$ cat src/sv/tid_pkg.sv
`default_nettype none

package tid_pkg;

    // Operation classes, dense 5-bit code
    typedef enum logic [4:0] {
        OP_MOV    = 5'd0,
        OP_ADD    = 5'd1,
        OP_SUB    = 5'd2,
        OP_CMP    = 5'd3,
        OP_AND    = 5'd4,
        OP_EOR    = 5'd5,
        OP_ADC    = 5'd6,
        OP_SBC    = 5'd7,
        OP_TST    = 5'd8,
        OP_RSB    = 5'd9,
        OP_CMN    = 5'd10,
        OP_ORR    = 5'd11,
        OP_MUL    = 5'd12,
        OP_BIC    = 5'd13,
        OP_MVN    = 5'd14,
        OP_BX     = 5'd15,
        OP_BLXR   = 5'd16,
        OP_LDR    = 5'd17,
        OP_LDRB   = 5'd18,
        OP_STR    = 5'd19,
        OP_STRB   = 5'd20,
        OP_STRH   = 5'd21,
        OP_LDRH   = 5'd22,
        OP_LDRSB  = 5'd23,
        OP_LDRSH  = 5'd24,
        OP_LDM    = 5'd25,
        OP_STM    = 5'd26,
        OP_B      = 5'd27,
        OP_SWI    = 5'd28,
        OP_BLPRE  = 5'd29,
        OP_BLSUF  = 5'd30,
        OP_UNDEF  = 5'd31
    } op_t;

    // Condition codes
    localparam logic [3:0] COND_AL = 4'd14;

    // Special register numbers
    localparam logic [3:0] REG_SP = 4'd13;
    localparam logic [3:0] REG_LR = 4'd14;
    localparam logic [3:0] REG_PC = 4'd15;

    // Operand kinds
    localparam logic [1:0] KIND_NONE    = 2'd0;
    localparam logic [1:0] KIND_IMM     = 2'd1;
    localparam logic [1:0] KIND_REG_IMM = 2'd2;
    localparam logic [1:0] KIND_REG_REG = 2'd3;

    // Shift types
    localparam logic [1:0] SHIFT_LSL = 2'd0;
    localparam logic [1:0] SHIFT_LSR = 2'd1;
    localparam logic [1:0] SHIFT_ASR = 2'd2;
    localparam logic [1:0] SHIFT_ROR = 2'd3;

    // Control flag bits
    localparam logic [8:0] CF_SET  = 9'h001;
    localparam logic [8:0] CF_BR   = 9'h002;
    localparam logic [8:0] CF_IND  = 9'h004;
    localparam logic [8:0] CF_CALL = 9'h008;
    localparam logic [8:0] CF_RET  = 9'h010;
    localparam logic [8:0] CF_PCW  = 9'h020;
    localparam logic [8:0] CF_LINK = 9'h040;
    localparam logic [8:0] CF_XCH  = 9'h080;
    localparam logic [8:0] CF_UND  = 9'h100;

    // Addressing flag bits
    localparam logic [5:0] AF_PRE  = 6'h01;
    localparam logic [5:0] AF_ADD  = 6'h02;
    localparam logic [5:0] AF_WB   = 6'h04;
    localparam logic [5:0] AF_BYTE = 6'h08;
    localparam logic [5:0] AF_ROFF = 6'h10;
    localparam logic [5:0] AF_LOAD = 6'h20;

    // Decoded micro-operation record
    typedef struct packed {
        op_t         op_class;
        logic [3:0]  cond;
        logic [3:0]  dest_reg;
        logic [3:0]  base_reg;
        logic [3:0]  second_reg;
        logic [1:0]  operand_kind;
        logic [1:0]  shift_type;
        logic [4:0]  shift_amount;
        logic [31:0] value;
        logic [8:0]  control_flags;
        logic [5:0]  address_flags;
    } uop_t;

endpackage

`default_nettype wire

$ cat src/sv/tid_if.sv
`default_nettype none

// Instruction fetch channel: one halfword and its address per transfer
interface tid_in_if;
    logic        valid;
    logic        ready;
    logic [15:0] halfword;
    logic [31:0] fetch_address;

    modport source (output valid, output halfword, output fetch_address, input ready);
    modport sink   (input valid, input halfword, input fetch_address, output ready);
endinterface

// Micro-operation channel: one decoded record per transfer
interface tid_out_if;
    logic        valid;
    logic        ready;
    logic [4:0]  op_class;
    logic [3:0]  cond;
    logic [3:0]  dest_reg;
    logic [3:0]  base_reg;
    logic [3:0]  second_reg;
    logic [1:0]  operand_kind;
    logic [1:0]  shift_type;
    logic [4:0]  shift_amount;
    logic [31:0] value;
    logic [8:0]  control_flags;
    logic [5:0]  address_flags;

    modport source (
        output valid, output op_class, output cond, output dest_reg, output base_reg,
        output second_reg, output operand_kind, output shift_type, output shift_amount,
        output value, output control_flags, output address_flags, input ready
    );
    modport sink (
        input valid, input op_class, input cond, input dest_reg, input base_reg,
        input second_reg, input operand_kind, input shift_type, input shift_amount,
        input value, input control_flags, input address_flags, output ready
    );
endinterface

`default_nettype wire

$ cat src/sv/thumb_instruction_decoder_core.sv
// Channel  | Dir | Payload                                      | Handshake
// ---------+-----+----------------------------------------------+-------------
// instr    | in  | halfword[15:0], fetch_address[31:0]          | valid/ready
// uop      | out | op_class .. address_flags (decoded record)   | valid/ready
//
// One halfword per cycle sustained while the uop channel accepts; an accepted
// halfword passes through the input register, decode logic and result
// register, in that order.
// rst_n clears both stage valid bits asynchronously; payload is not reset.
// A stalled uop channel holds the result register; the input register still
// drains into it when it empties, so instr.ready only drops with both full.
// instr.ready depends combinationally on uop.ready.
`default_nettype none

module thumb_instruction_decoder_core (
    input  wire logic  clk,
    input  wire logic  rst_n,
    tid_in_if.sink     instr,
    tid_out_if.source  uop
);

    logic          in_valid_reg;
    logic          in_valid_next;
    logic [15:0]   halfword_reg;
    logic [31:0]   fetch_address_reg;
    logic          out_valid_reg;
    logic          out_valid_next;
    tid_pkg::uop_t uop_reg;
    tid_pkg::uop_t uop_dec;
    logic          out_advance;
    logic          in_advance;

    // Stage handshakes
    assign out_advance = !out_valid_reg || uop.ready;
    assign in_advance  = !in_valid_reg || out_advance;
    assign instr.ready = in_advance;

    // Input register
    always_comb
    begin
        in_valid_next = in_valid_reg;
        if (in_advance)
        begin
            in_valid_next = instr.valid;
        end
    end

    always_ff @(posedge clk or negedge rst_n)
    begin
        if (!rst_n)
        begin
            in_valid_reg <= 1'b0;
        end
        else
        begin
            in_valid_reg <= in_valid_next;
        end
    end

    always_ff @(posedge clk)
    begin
        if (in_advance && instr.valid)
        begin
            halfword_reg      <= instr.halfword;
            fetch_address_reg <= instr.fetch_address;
        end
    end

    // Decode logic
    tid_decode u_decode (
        .halfword      (halfword_reg),
        .fetch_address (fetch_address_reg),
        .uop           (uop_dec)
    );

    // Result register
    always_comb
    begin
        out_valid_next = out_valid_reg;
        if (out_advance)
        begin
            out_valid_next = in_valid_reg;
        end
    end

    always_ff @(posedge clk or negedge rst_n)
    begin
        if (!rst_n)
        begin
            out_valid_reg <= 1'b0;
        end
        else
        begin
            out_valid_reg <= out_valid_next;
        end
    end

    always_ff @(posedge clk)
    begin
        if (out_advance && in_valid_reg)
        begin
            uop_reg <= uop_dec;
        end
    end

    // Output channel
    assign uop.valid         = out_valid_reg;
    assign uop.op_class      = uop_reg.op_class;
    assign uop.cond          = uop_reg.cond;
    assign uop.dest_reg      = uop_reg.dest_reg;
    assign uop.base_reg      = uop_reg.base_reg;
    assign uop.second_reg    = uop_reg.second_reg;
    assign uop.operand_kind  = uop_reg.operand_kind;
    assign uop.shift_type    = uop_reg.shift_type;
    assign uop.shift_amount  = uop_reg.shift_amount;
    assign uop.value         = uop_reg.value;
    assign uop.control_flags = uop_reg.control_flags;
    assign uop.address_flags = uop_reg.address_flags;

    // Backpressure only when both stages hold an item
    a_ready_full: assert property (@(posedge clk) disable iff (!rst_n)
        !instr.ready |-> (in_valid_reg && out_valid_reg))
        else $error("input stalled with a free stage");

    // A decoded item moves into a free or draining result register
    a_advance: assert property (@(posedge clk) disable iff (!rst_n)
        (in_valid_reg && out_advance) |=> out_valid_reg)
        else $error("decoded item lost between stages");

    // Undefined flag goes with the undefined class only
    a_undef: assert property (@(posedge clk) disable iff (!rst_n)
        out_valid_reg |->
            (uop_reg.control_flags[8] == (uop_reg.op_class == tid_pkg::OP_UNDEF)))
        else $error("undefined flag and class disagree");

    // Only a conditional branch carries a condition other than always
    a_cond: assert property (@(posedge clk) disable iff (!rst_n)
        (out_valid_reg && uop_reg.cond != tid_pkg::COND_AL)
            |-> (uop_reg.op_class == tid_pkg::OP_B))
        else $error("condition on a non-branch");

endmodule

`default_nettype wire

$ cat src/sv/tid_decode.sv
`default_nettype none

// Combinational THUMB decoder: one halfword in, one micro-op record out
module tid_decode (
    input  wire logic [15:0]   halfword,
    input  wire logic [31:0]   fetch_address,
    output tid_pkg::uop_t      uop
);

    logic [2:0]  top3;
    logic [2:0]  lo3;
    logic [2:0]  mid3;
    logic [3:0]  alu_sel;
    logic [3:0]  hi_rd;
    logic [3:0]  hi_rs;
    logic [31:0] br_offset;
    logic [31:0] br_target;
    tid_pkg::uop_t d;

    assign top3    = halfword[15:13];
    assign lo3     = halfword[2:0];
    assign mid3    = halfword[5:3];
    assign alu_sel = halfword[9:6];
    assign hi_rd   = {halfword[7], lo3};
    assign hi_rs   = {halfword[6], mid3};

    // Branch offset select: conditional, unconditional, or BL prefix
    always_comb
    begin
        if (top3 == 3'd6)
        begin
            br_offset = {{23{halfword[7]}}, halfword[7:0], 1'b0};
        end
        else if (halfword[12:11] == 2'd2)
        begin
            br_offset = {{9{halfword[10]}}, halfword[10:0], 12'd0};
        end
        else
        begin
            br_offset = {{20{halfword[10]}}, halfword[10:0], 1'b0};
        end
    end

    // Pipeline PC is fetch address plus 4, wraps modulo 2^32
    assign br_target = fetch_address + 32'd4 + br_offset;

    // Format decode
    always_comb
    begin
        d               = '0;
        d.op_class      = tid_pkg::OP_MOV;
        d.cond          = tid_pkg::COND_AL;

        unique case (top3)
            3'd0:
            begin
                d.control_flags = tid_pkg::CF_SET;
                d.dest_reg      = {1'b0, lo3};
                if (halfword[12:11] == 2'd3)
                begin
                    // add/subtract, register or 3-bit immediate
                    d.op_class = halfword[9] ? tid_pkg::OP_SUB : tid_pkg::OP_ADD;
                    d.base_reg = {1'b0, mid3};
                    if (halfword[10])
                    begin
                        d.operand_kind = tid_pkg::KIND_IMM;
                        d.value        = {29'd0, halfword[8:6]};
                    end
                    else
                    begin
                        d.operand_kind = tid_pkg::KIND_REG_IMM;
                        d.second_reg   = {1'b0, halfword[8:6]};
                    end
                end
                else
                begin
                    // move shifted register
                    d.op_class     = tid_pkg::OP_MOV;
                    d.second_reg   = {1'b0, mid3};
                    d.operand_kind = tid_pkg::KIND_REG_IMM;
                    d.shift_type   = halfword[12:11];
                    d.shift_amount = halfword[10:6];
                end
            end

            3'd1:
            begin
                // move/compare/add/subtract immediate
                unique case (halfword[12:11])
                    2'd0:    d.op_class = tid_pkg::OP_MOV;
                    2'd1:    d.op_class = tid_pkg::OP_CMP;
                    2'd2:    d.op_class = tid_pkg::OP_ADD;
                    default: d.op_class = tid_pkg::OP_SUB;
                endcase
                d.control_flags = tid_pkg::CF_SET;
                d.dest_reg      = {1'b0, halfword[10:8]};
                d.base_reg      = {1'b0, halfword[10:8]};
                d.operand_kind  = tid_pkg::KIND_IMM;
                d.value         = {24'd0, halfword[7:0]};
            end

            3'd2:
            begin
                if (halfword[12:10] == 3'd0)
                begin
                    // ALU register-register
                    d.control_flags = tid_pkg::CF_SET;
                    d.dest_reg      = {1'b0, lo3};
                    d.base_reg      = {1'b0, lo3};
                    d.operand_kind  = tid_pkg::KIND_REG_IMM;
                    d.second_reg    = {1'b0, mid3};
                    unique case (alu_sel) inside
                        4'd0:  d.op_class = tid_pkg::OP_AND;
                        4'd1:  d.op_class = tid_pkg::OP_EOR;
                        4'd2, 4'd3, 4'd4, 4'd7:
                        begin
                            d.op_class     = tid_pkg::OP_MOV;
                            d.operand_kind = tid_pkg::KIND_REG_REG;
                            d.second_reg   = {1'b0, lo3};
                            d.shift_amount = {2'b00, mid3};
                            unique case (alu_sel)
                                4'd2:    d.shift_type = tid_pkg::SHIFT_LSL;
                                4'd3:    d.shift_type = tid_pkg::SHIFT_LSR;
                                4'd4:    d.shift_type = tid_pkg::SHIFT_ASR;
                                default: d.shift_type = tid_pkg::SHIFT_ROR;
                            endcase
                        end
                        4'd5:  d.op_class = tid_pkg::OP_ADC;
                        4'd6:  d.op_class = tid_pkg::OP_SBC;
                        4'd8:  d.op_class = tid_pkg::OP_TST;
                        4'd9:
                        begin
                            // NEG: RSB Rd, Rs, #0
                            d.op_class     = tid_pkg::OP_RSB;
                            d.base_reg     = {1'b0, mid3};
                            d.operand_kind = tid_pkg::KIND_IMM;
                            d.second_reg   = '0;
                        end
                        4'd10: d.op_class = tid_pkg::OP_CMP;
                        4'd11: d.op_class = tid_pkg::OP_CMN;
                        4'd12: d.op_class = tid_pkg::OP_ORR;
                        4'd13:
                        begin
                            // multiplier register travels in the shift amount
                            d.op_class     = tid_pkg::OP_MUL;
                            d.operand_kind = tid_pkg::KIND_NONE;
                            d.second_reg   = {1'b0, lo3};
                            d.shift_amount = {2'b00, mid3};
                        end
                        4'd14: d.op_class = tid_pkg::OP_BIC;
                        default: d.op_class = tid_pkg::OP_MVN;
                    endcase
                end
                else if (halfword[12:10] == 3'd1)
                begin
                    // hi-register operations and BX/BLX
                    if (halfword[9:8] == 2'd3)
                    begin
                        d.op_class      = halfword[7] ? tid_pkg::OP_BLXR : tid_pkg::OP_BX;
                        d.second_reg    = hi_rs;
                        d.control_flags = tid_pkg::CF_XCH | tid_pkg::CF_BR | tid_pkg::CF_IND;
                        if (halfword[7])
                        begin
                            d.control_flags = d.control_flags | tid_pkg::CF_LINK
                                            | tid_pkg::CF_CALL;
                        end
                        else if (hi_rs == tid_pkg::REG_LR)
                        begin
                            d.control_flags = d.control_flags | tid_pkg::CF_RET;
                        end
                    end
                    else
                    begin
                        unique case (halfword[9:8])
                            2'd0:    d.op_class = tid_pkg::OP_ADD;
                            2'd1:    d.op_class = tid_pkg::OP_CMP;
                            default: d.op_class = tid_pkg::OP_MOV;
                        endcase
                        if (halfword[9:8] == 2'd1)
                        begin
                            d.control_flags = tid_pkg::CF_SET;
                        end
                        d.dest_reg     = hi_rd;
                        d.base_reg     = hi_rd;
                        d.operand_kind = tid_pkg::KIND_REG_IMM;
                        d.second_reg   = hi_rs;
                        if (hi_rd == tid_pkg::REG_PC && halfword[9:8] != 2'd1)
                        begin
                            d.control_flags = d.control_flags | tid_pkg::CF_PCW
                                            | tid_pkg::CF_BR | tid_pkg::CF_IND;
                        end
                    end
                end
                else if (halfword[12:11] == 2'd1)
                begin
                    // PC-relative load
                    d.op_class      = tid_pkg::OP_LDR;
                    d.dest_reg      = {1'b0, halfword[10:8]};
                    d.base_reg      = tid_pkg::REG_PC;
                    d.value         = {22'd0, halfword[7:0], 2'b00};
                    d.address_flags = tid_pkg::AF_PRE | tid_pkg::AF_ADD;
                end
                else
                begin
                    // load/store with register offset
                    d.dest_reg      = {1'b0, lo3};
                    d.base_reg      = {1'b0, mid3};
                    d.second_reg    = {1'b0, halfword[8:6]};
                    d.address_flags = tid_pkg::AF_PRE | tid_pkg::AF_ADD | tid_pkg::AF_ROFF;
                    unique case ({halfword[9], halfword[11], halfword[10]})
                        3'b100:  d.op_class = tid_pkg::OP_STRH;
                        3'b101:  d.op_class = tid_pkg::OP_LDRSB;
                        3'b110:  d.op_class = tid_pkg::OP_LDRH;
                        3'b111:  d.op_class = tid_pkg::OP_LDRSH;
                        3'b000:  d.op_class = tid_pkg::OP_STR;
                        3'b001:  d.op_class = tid_pkg::OP_STRB;
                        3'b010:  d.op_class = tid_pkg::OP_LDR;
                        default: d.op_class = tid_pkg::OP_LDRB;
                    endcase
                    if (!halfword[9] && halfword[10])
                    begin
                        d.address_flags = d.address_flags | tid_pkg::AF_BYTE;
                    end
                end
            end

            3'd3:
            begin
                // load/store with 5-bit immediate offset
                unique case (halfword[12:11])
                    2'd0:    d.op_class = tid_pkg::OP_STR;
                    2'd1:    d.op_class = tid_pkg::OP_LDR;
                    2'd2:    d.op_class = tid_pkg::OP_STRB;
                    default: d.op_class = tid_pkg::OP_LDRB;
                endcase
                d.dest_reg      = {1'b0, lo3};
                d.base_reg      = {1'b0, mid3};
                d.value         = halfword[12] ? {27'd0, halfword[10:6]}
                                               : {25'd0, halfword[10:6], 2'b00};
                d.address_flags = tid_pkg::AF_PRE | tid_pkg::AF_ADD;
            end

            3'd4:
            begin
                d.address_flags = tid_pkg::AF_PRE | tid_pkg::AF_ADD;
                if (!halfword[12])
                begin
                    // halfword transfer, immediate offset
                    d.op_class = halfword[11] ? tid_pkg::OP_LDRH : tid_pkg::OP_STRH;
                    d.dest_reg = {1'b0, lo3};
                    d.base_reg = {1'b0, mid3};
                    d.value    = {26'd0, halfword[10:6], 1'b0};
                end
                else
                begin
                    // SP-relative transfer
                    d.op_class = halfword[11] ? tid_pkg::OP_LDR : tid_pkg::OP_STR;
                    d.dest_reg = {1'b0, halfword[10:8]};
                    d.base_reg = tid_pkg::REG_SP;
                    d.value    = {22'd0, halfword[7:0], 2'b00};
                end
            end

            3'd5:
            begin
                if (!halfword[12])
                begin
                    // load address from PC or SP
                    d.op_class     = tid_pkg::OP_ADD;
                    d.dest_reg     = {1'b0, halfword[10:8]};
                    d.base_reg     = halfword[11] ? tid_pkg::REG_SP : tid_pkg::REG_PC;
                    d.operand_kind = tid_pkg::KIND_IMM;
                    d.value        = {22'd0, halfword[7:0], 2'b00};
                end
                else if (halfword[10:9] == 2'b10)
                begin
                    // PUSH / POP, optional LR or PC
                    d.op_class = halfword[11] ? tid_pkg::OP_LDM : tid_pkg::OP_STM;
                    d.base_reg = tid_pkg::REG_SP;
                    d.value    = {16'd0, halfword[8] & halfword[11],
                                  halfword[8] & ~halfword[11], 6'd0, halfword[7:0]};
                    if (halfword[11])
                    begin
                        d.address_flags = tid_pkg::AF_WB | tid_pkg::AF_ADD | tid_pkg::AF_LOAD;
                    end
                    else
                    begin
                        d.address_flags = tid_pkg::AF_WB | tid_pkg::AF_PRE;
                    end
                    if (halfword[11] && halfword[8])
                    begin
                        d.control_flags = tid_pkg::CF_PCW | tid_pkg::CF_BR
                                        | tid_pkg::CF_IND | tid_pkg::CF_RET;
                    end
                end
                else if (halfword[11:8] == 4'd0)
                begin
                    // adjust SP by 7-bit word offset, sign in bit 7 (sign-magnitude)
                    d.op_class     = halfword[7] ? tid_pkg::OP_SUB : tid_pkg::OP_ADD;
                    d.dest_reg     = tid_pkg::REG_SP;
                    d.base_reg     = tid_pkg::REG_SP;
                    d.operand_kind = tid_pkg::KIND_IMM;
                    d.value        = {23'd0, halfword[6:0], 2'b00};
                end
                else
                begin
                    d.op_class      = tid_pkg::OP_UNDEF;
                    d.control_flags = tid_pkg::CF_UND;
                end
            end

            3'd6:
            begin
                if (!halfword[12])
                begin
                    // multiple load/store
                    d.op_class      = halfword[11] ? tid_pkg::OP_LDM : tid_pkg::OP_STM;
                    d.base_reg      = {1'b0, halfword[10:8]};
                    d.value         = {24'd0, halfword[7:0]};
                    d.address_flags = tid_pkg::AF_ADD | tid_pkg::AF_WB
                                    | (halfword[11] ? tid_pkg::AF_LOAD : 6'd0);
                end
                else if (halfword[11:8] == 4'hF)
                begin
                    d.op_class = tid_pkg::OP_SWI;
                    d.value    = {24'd0, halfword[7:0]};
                end
                else
                begin
                    // conditional branch, condition field passes through
                    d.op_class      = tid_pkg::OP_B;
                    d.cond          = halfword[11:8];
                    d.control_flags = tid_pkg::CF_BR;
                    d.value         = br_target;
                end
            end

            default:
            begin
                if (halfword[12:11] == 2'd0)
                begin
                    d.op_class      = tid_pkg::OP_B;
                    d.control_flags = tid_pkg::CF_BR;
                    d.value         = br_target;
                end
                else
                begin
                    d.control_flags = tid_pkg::CF_LINK | tid_pkg::CF_BR | tid_pkg::CF_CALL;
                    if (halfword[12:11] == 2'd2)
                    begin
                        d.op_class = tid_pkg::OP_BLPRE;
                        d.value    = br_target;
                    end
                    else
                    begin
                        d.op_class = tid_pkg::OP_BLSUF;
                        d.value    = {20'd0, halfword[10:0], 1'b0};
                        if (halfword[12:11] == 2'd1)
                        begin
                            d.control_flags = d.control_flags | tid_pkg::CF_XCH;
                        end
                    end
                end
            end
        endcase
    end

    assign uop = d;

endmodule

`default_nettype wire
$ cat src/flat_wrapper.sv
// flat-port wrapper written by rule: the top's interface ports become plain ports
module thumb_instruction_decoder_core_flat 
  (clk, rst_n, instr_valid, instr_halfword, instr_fetch_address, instr_ready, uop_valid, uop_op_class, uop_cond, uop_dest_reg, uop_base_reg, uop_second_reg, uop_operand_kind, uop_shift_type, uop_shift_amount, uop_value, uop_control_flags, uop_address_flags, uop_ready);
  tid_in_if instr_i ();
  tid_out_if uop_i ();
  input  wire logic clk;
  input  wire logic rst_n;
  input wire logic [$bits(instr_i.valid)-1:0] instr_valid;
  input wire logic [$bits(instr_i.halfword)-1:0] instr_halfword;
  input wire logic [$bits(instr_i.fetch_address)-1:0] instr_fetch_address;
  output wire logic [$bits(instr_i.ready)-1:0] instr_ready;
  output wire logic [$bits(uop_i.valid)-1:0] uop_valid;
  output wire logic [$bits(uop_i.op_class)-1:0] uop_op_class;
  output wire logic [$bits(uop_i.cond)-1:0] uop_cond;
  output wire logic [$bits(uop_i.dest_reg)-1:0] uop_dest_reg;
  output wire logic [$bits(uop_i.base_reg)-1:0] uop_base_reg;
  output wire logic [$bits(uop_i.second_reg)-1:0] uop_second_reg;
  output wire logic [$bits(uop_i.operand_kind)-1:0] uop_operand_kind;
  output wire logic [$bits(uop_i.shift_type)-1:0] uop_shift_type;
  output wire logic [$bits(uop_i.shift_amount)-1:0] uop_shift_amount;
  output wire logic [$bits(uop_i.value)-1:0] uop_value;
  output wire logic [$bits(uop_i.control_flags)-1:0] uop_control_flags;
  output wire logic [$bits(uop_i.address_flags)-1:0] uop_address_flags;
  input wire logic [$bits(uop_i.ready)-1:0] uop_ready;
  assign instr_i.valid = instr_valid;
  assign instr_i.halfword = instr_halfword;
  assign instr_i.fetch_address = instr_fetch_address;
  assign instr_ready = instr_i.ready;
  assign uop_valid = uop_i.valid;
  assign uop_op_class = uop_i.op_class;
  assign uop_cond = uop_i.cond;
  assign uop_dest_reg = uop_i.dest_reg;
  assign uop_base_reg = uop_i.base_reg;
  assign uop_second_reg = uop_i.second_reg;
  assign uop_operand_kind = uop_i.operand_kind;
  assign uop_shift_type = uop_i.shift_type;
  assign uop_shift_amount = uop_i.shift_amount;
  assign uop_value = uop_i.value;
  assign uop_control_flags = uop_i.control_flags;
  assign uop_address_flags = uop_i.address_flags;
  assign uop_i.ready = uop_ready;
  thumb_instruction_decoder_core u_core (.clk(clk), .rst_n(rst_n), .instr(instr_i), .uop(uop_i));
endmodule
$ cat config.mk
export PLATFORM = sky130hd
export DESIGN_NAME = thumb_instruction_decoder_core_flat
export DESIGN_NICKNAME = d
export VERILOG_FILES = /design/src/sv/tid_pkg.sv /design/src/sv/tid_if.sv /design/src/sv/thumb_instruction_decoder_core.sv /design/src/sv/tid_decode.sv /design/src/flat_wrapper.sv
export SDC_FILE = /design/constraint.sdc
export NUM_CORES = 1
export LEC_CHECK = 0
export ABC_CLOCK_PERIOD_IN_PS = 4000
export CAP_MARGIN = 20
export CORE_MARGIN = 3
export CORE_UTILIZATION = 46
export CTS_CLUSTER_SIZE = 12
export DETAILED_ROUTE_END_ITERATION = 16
export DONT_BUFFER_PORTS = 1
export SETUP_SLACK_MARGIN = 0.3
export SLEW_MARGIN = 20
export SYNTH_ARGS = -nofsm -noshare
export SYNTH_HDL_FRONTEND = slang
export SYNTH_HIERARCHICAL = 1
export SYNTH_SLANG_ARGS = --single-unit
$ cat constraint.sdc
create_clock -name clk -period 4 [get_ports clk]
set_input_delay 0.6 -clock clk [delete_from_list [all_inputs] [get_ports clk]]
set_output_delay 0.6 -clock clk [all_outputs]
set_load 0.005 [all_outputs]
## After elaboration in Yosys (flattened, before gate mapping)

Index checks and enable logic that the tools add are counted.

- Eq/ne operators: 37
- $add $sub $neg: 2
- Bitwise gates (word level): 5
- Multiplexer cells: 99
- Reductions and logical operators: 23

Operator list:

| operator | count |
|---|---|
| $pmux 32 s7 | 1 |
| $mux 32 | 5 |
| $mux 6 | 10 |
| $pmux 4 s7 | 2 |
| $mux 9 | 6 |
| $pmux 4 s12 | 1 |
| $pmux 9 s5 | 1 |
| $mux 7 | 6 |
| $mux 41 | 1 |
| $eq 4x4->1 const B | 10 |
| $mux 10 | 4 |
| $mux 5 | 8 |
| $pmux 5 s7 | 1 |
| $mux 3 | 11 |
| $add 32x3->32 const B | 1 |
| $add 32x32->32 | 1 |
| $mux 8 | 4 |
| $mux 2 | 14 |
| $mux 25 | 1 |
| $pmux 6 s4 | 1 |
| $mux 22 | 1 |
| $eq 3x3->1 const B | 7 |
| $pmux 4 s5 | 1 |
| $eq 4x3->1 const B | 4 |
| other kinds (32) | 64 |

- Bits in registers: 127
- Logic and storage cells: 181
- Output and inout port bits: 79
- Input port bits: 52

## Longest topological paths before layout

- Word-level depth: 7
- Mapped depth: 18
- Mapped depth without buffers: 16

## Modules after synthesis

Netlist, hierarchy kept.

Modules (own cells, without submodules):

| module | cells each | area each (µm²) | sequential area each (µm²) | instances |
|---|---|---|---|---|
| tid_decode | 755 | 4,703.3 | 0.0 | 1 |
| thumb_instruction_decoder_core | 133 | 3,857.4 | 3,803.6 | 1 |

## Least setup slack after synthesis

Ideal clock, no wire load.

- Path type: register to register
- From: reg u_core.halfword_reg[11]
- To: reg u_core.uop_reg, in the netlist u_core/uop.value[22], data pin
- Data arrival time: 3,662 ps
- Setup time: 261 ps
- Data required time: 3,739 ps
- Path buffers: 2
- Setup slack: 77 ps
- Cell stages (with the launch flop): 19
- Clock period less this slack: 3,923 ps
- Path through: edfxtp_1 -> clkbuf_1 -> clkinv_1 -> ha_1 -> clkbuf_1 -> nand2_1 -> nand2_1 -> ha_1 -> inv_1 -> ha_1 -> inv_1 -> fa_1 -> nand2b_1 -> a211oi_4 -> nor2_2 -> o21ai_2 -> nand4_1 -> nor4bb_1 -> a311o_1

RTL lines:

| item | line | RTL |
|---|---|---|
| from (decl) | thumb_instruction_decoder_core.sv:24 | `logic [15:0] halfword_reg;` |
| from (signal assigned) | thumb_instruction_decoder_core.sv:64 | `halfword_reg <= instr.halfword;` |
| to (signal assigned) | thumb_instruction_decoder_core.sv:102 | `uop_reg <= uop_dec;` |
| to (decl) | thumb_instruction_decoder_core.sv:28 | `tid_pkg::uop_t uop_reg;` |

==> impl_metrics.json <==
{
  "gr-usage-all-layers": 0.282,
  "worst_clock_skew_ns": 0.0104,
  "syn_area_mm2": 0.00856,
  "power_leakage_nw": 3.67,
  "synth_top_family_by_area": "compound AO/OA/AOI/OAI gates",
  "num_vias": 7588,
  "yosysWarnings": 6,
  "hold_path_class": "in -> reg",
  "cts_root_buffer": "clkbuf_16",
  "synth_nets": 1006,
  "relSlewSlack": 0.309,
  "cpMaxStageDelayCell": "ha_1",
  "drc": 0,
  "power_density_mw_per_mm2": 454,
  "final-setup-viol-count": 0,
  "io_pins": 131,
  "nets": 1020,
  "ant_nets": 0,
  "crit_top_cell": "ha_1",
  "drt-initial-drc-count": 927,
  "place_congestion": 1.02,
  "io_buffers": 0,
  "die_area_mm2": 0.0203,
  "synth_xor_area_frac": 0.0256,
  "yosysSeqAreaShare": 0.444,
  "reg2reg_from": "u_core/halfword_reg[11]",
  "syn-instance-count": 888,
  "start_kind": "register",
  "slew_violations": 0,
  "dp_hpwl_um": 20800,
  "cp-startpoint": "u_core/halfword_reg[11]",
  "grt_pass1_wl_um": 43600,
  "synth-edff-count": 125,
  "ys_ff_latch": 127,
  "synth_compound_area_frac": 0.223,
  "fin_crit_sh": 0.902,
  "end_kind": "register",
  "core.rowCount": 49,
  "post-route-min-period_ns": 3.61,
  "core_area_mm2": 0.0181,
  "path_class": "reg -> reg",
  "cts_made_buffers": 17,
  "cp_num_buf_inv": 3,
  "cpPeakStageDelay_ns": 0.39,
  "ys.flop_type": "edfxtp_1",
  "tns_ns": 0,
  "drt_pass1_iterations": 6,
  "cts_buffer_depth": 2,
  "crit_path_max_fanout": 10,
  "htreeDepth": 4,
  "worst_pin_slew_ns": 1.04,
  "holdWs_ns": 0.265,
  "arrival_ns": 3.81,
  "die_h_um": 142,
  "fmax_mhz": 277,
  "async_flop_share": 0.0157,
  "muxShareOfSynthArea": 0.0110,
  "placed_cell_area_mm2": 0.00894,
  "hold_viol": 0,
  "yosysUniqueCellTypes": 78,
  "grt_pass1_vias": 7049,
  "critPathRequiredTime_ns": 4.20,
  "fin_cells": 1145,
  "initial_core_util": 0.472,
  "grt_start_max_net_pins": 78,
  "synth_fa_ha_area_frac": 0.0973,
  "die_w_um": 142,
  "wirelength_um": 29000,
  "rsz0062_at_grt": "yes",
  "cap_violations": 0,
  "crit_chain": "clkinv_2, ha_1, buf_4, a21oi_1, ha_1, ha_1, nand4b_1, and2_1, o311ai_4, a21oi_2, buf_4, o41ai_1",
  "clkLatencyLatePin_ns": 0.43,
  "yosys.area_share.simple": 0.159,
  "cts.sinks": 127,
  "fin_area_mm2": 0.00980,
  "via_per_inst": 6.63,
  "numPlacedInstances": 1102,
  "wl_per_cell_um": 25.3,
  "cts.clk_slew.worst_paths_ns": 0.06,
  "ir_drop_v": 0.000318,
  "syn_to_final_growth_pct": 14.5,
  "cts_tree": "yes",
  "status": "complete, no violations",
  "hp-start": "instr_fetch_address[16]",
  "layout-drive-gt1-share": 0.146,
  "syn_avg_cell_area_um2": 9.64,
  "cp_top_family": "compound AO/OA/AOI/OAI gates",
  "antenna_found_initial": 2,
  "grt_remaining_overflow": 0
}
==> power breakdown <==
part           leakage [nW]  switching (mW)  total, mW  internal (mW)
sequential             1.24          0.0659       1.67           1.60
clock                 0.299           0.601       1.63           1.03
combinational          2.13           0.730       1.15          0.422
==> cells in the mapped netlist, types with 5 or more instances <==
| library cell | instances | share of area |
|---|---|---|
| ha_1 | 65 | 0.095 |
| edfxtp_1 | 125 | 0.44 |
| o31ai_1 | 6 | 0.0053 |
| nor2_1 | 70 | 0.031 |
| buf_2 | 13 | 0.0076 |
| nand2b_1 | 14 | 0.010 |
| nand3_1 | 23 | 0.013 |
| mux2i_1 | 6 | 0.0070 |
| nand2_1 | 98 | 0.043 |
| a31oi_1 | 14 | 0.010 |
| nor2b_1 | 6 | 0.0044 |
| a21o_1 | 7 | 0.0061 |
| and2_1 | 13 | 0.0095 |
| o21a_1 | 12 | 0.011 |
| a22oi_1 | 6 | 0.0053 |
| xnor2_1 | 14 | 0.014 |
| a32oi_1 | 10 | 0.010 |
| nor3_1 | 18 | 0.011 |
| inv_1 | 22 | 0.0096 |
| nand4_1 | 9 | 0.0066 |
| a22o_1 | 6 | 0.0061 |
| o32ai_1 | 5 | 0.0051 |
| o21ai_0 | 66 | 0.039 |
| clkbuf_1 | 34 | 0.015 |
| xor2_1 | 11 | 0.011 |
| o21bai_1 | 5 | 0.0044 |
| buf_1 | 11 | 0.0048 |
| a221oi_1 | 5 | 0.0051 |
| a21oi_1 | 86 | 0.050 |
| a211oi_1 | 6 | 0.0053 |
| o22ai_1 | 14 | 0.010 |
==> repair_timing <==
item / in CTS / in global routing
gates resized for setup: 1 / 38
hold buffers: 1 / 0
pin swaps: 1 / 8
setup buffers: 1 / 8
endpoints found under the hold margin: 2 / 0
setup endpoints to repair: 2 / 14
==> logic make-up after synthesis <==
family / count (synthesis)
XOR/XNOR: 25
multiplexers: 8
AND/OR/NAND/NOR: 282
adder cells (fa/ha/maj): 66
AO/OA/AOI/OAI: 294
flip-flops: 127
buffers and inverters: 86
==> stage by stage <==
stage	setup WS, ns	power, mW	utilization
6_report	0.390	4.45	0.540
5_1_grt	0.256	4.63	0.540
4_1_cts	0.291	4.39	0.528
3_5_place_dp	0.261	2.75	0.493
3_3_place_gp	0.304	2.74	0.493
2_1_floorplan	0.302	2.41	-
==> routing by layer <==
layer	track usage	up-vias	routed length, um
li1	-	3400	-
met1	0.411	3639	12900
met2	0.412	486	12500
met3	0.0780	61	2870
met4	0.0820	2	730
met5	0	-	11
==> layout by cell type (no fill, tap or decap), types with 4 or more instances in the layout <==
cell type  Yosys  final
o32ai_1        5      5
o21ai_0       66     63
and2_1        13     12
nand3_1       23     21
o41ai_1        4      4
clkbuf_16      0     17
a31oi_1       14     14
a21o_1         7      7
nor3_1        18     18
o31ai_1        6      5
a22o_1         6      6
and3_1         4      4
o221ai_1       4      4
a211oi_1       6      6
xnor2_1       14     14
ha_1          65     58
nand2b_1      14     13
o21a_1        12     12
o211ai_1       4      4
nand2_1       98     97
o21ai_1        2      4
a21oi_2        0      8
buf_4          1     54
inv_1         22     21
a221o_1        4      4
a21oi_1       86     78
o21bai_1       5      5
mux2i_1        6      5
a32oi_1       10     10
o22ai_1       14     14
nor2b_1        6      6
ha_2           0      4
nor2_1        70     70
xor2_1        11     11
edfxtp_1     125    125
nand4_1        9      9
a221oi_1       5      4
a22oi_1        6      6
==> worst paths after layout <==
check,slack [ns],cells past startpoint,end
max in group asynchronous,3.48,1,u_core/in_valid_reg
max,0.39,12,u_core/uop.value[29]
min,0.27,0,u_core/fetch_address_reg[16]
min in group asynchronous,0.40,1,u_core/uop.valid
max reg2reg,0.39,12,u_core/uop.value[29]
min reg2reg,0.59,1,u_core/uop.valid
==> final cells by class <==
cell class,instances,area (um2)
inverter,26,98.8
clock buffer,20,467
antenna,1,2.50
multi-input combinational,675,4570
clock inverter,12,158
timing repair buffer,55,415
tap,229,287
sequential,127,3800
fill,1614,8340
Power figures use the tool's default switching activity.
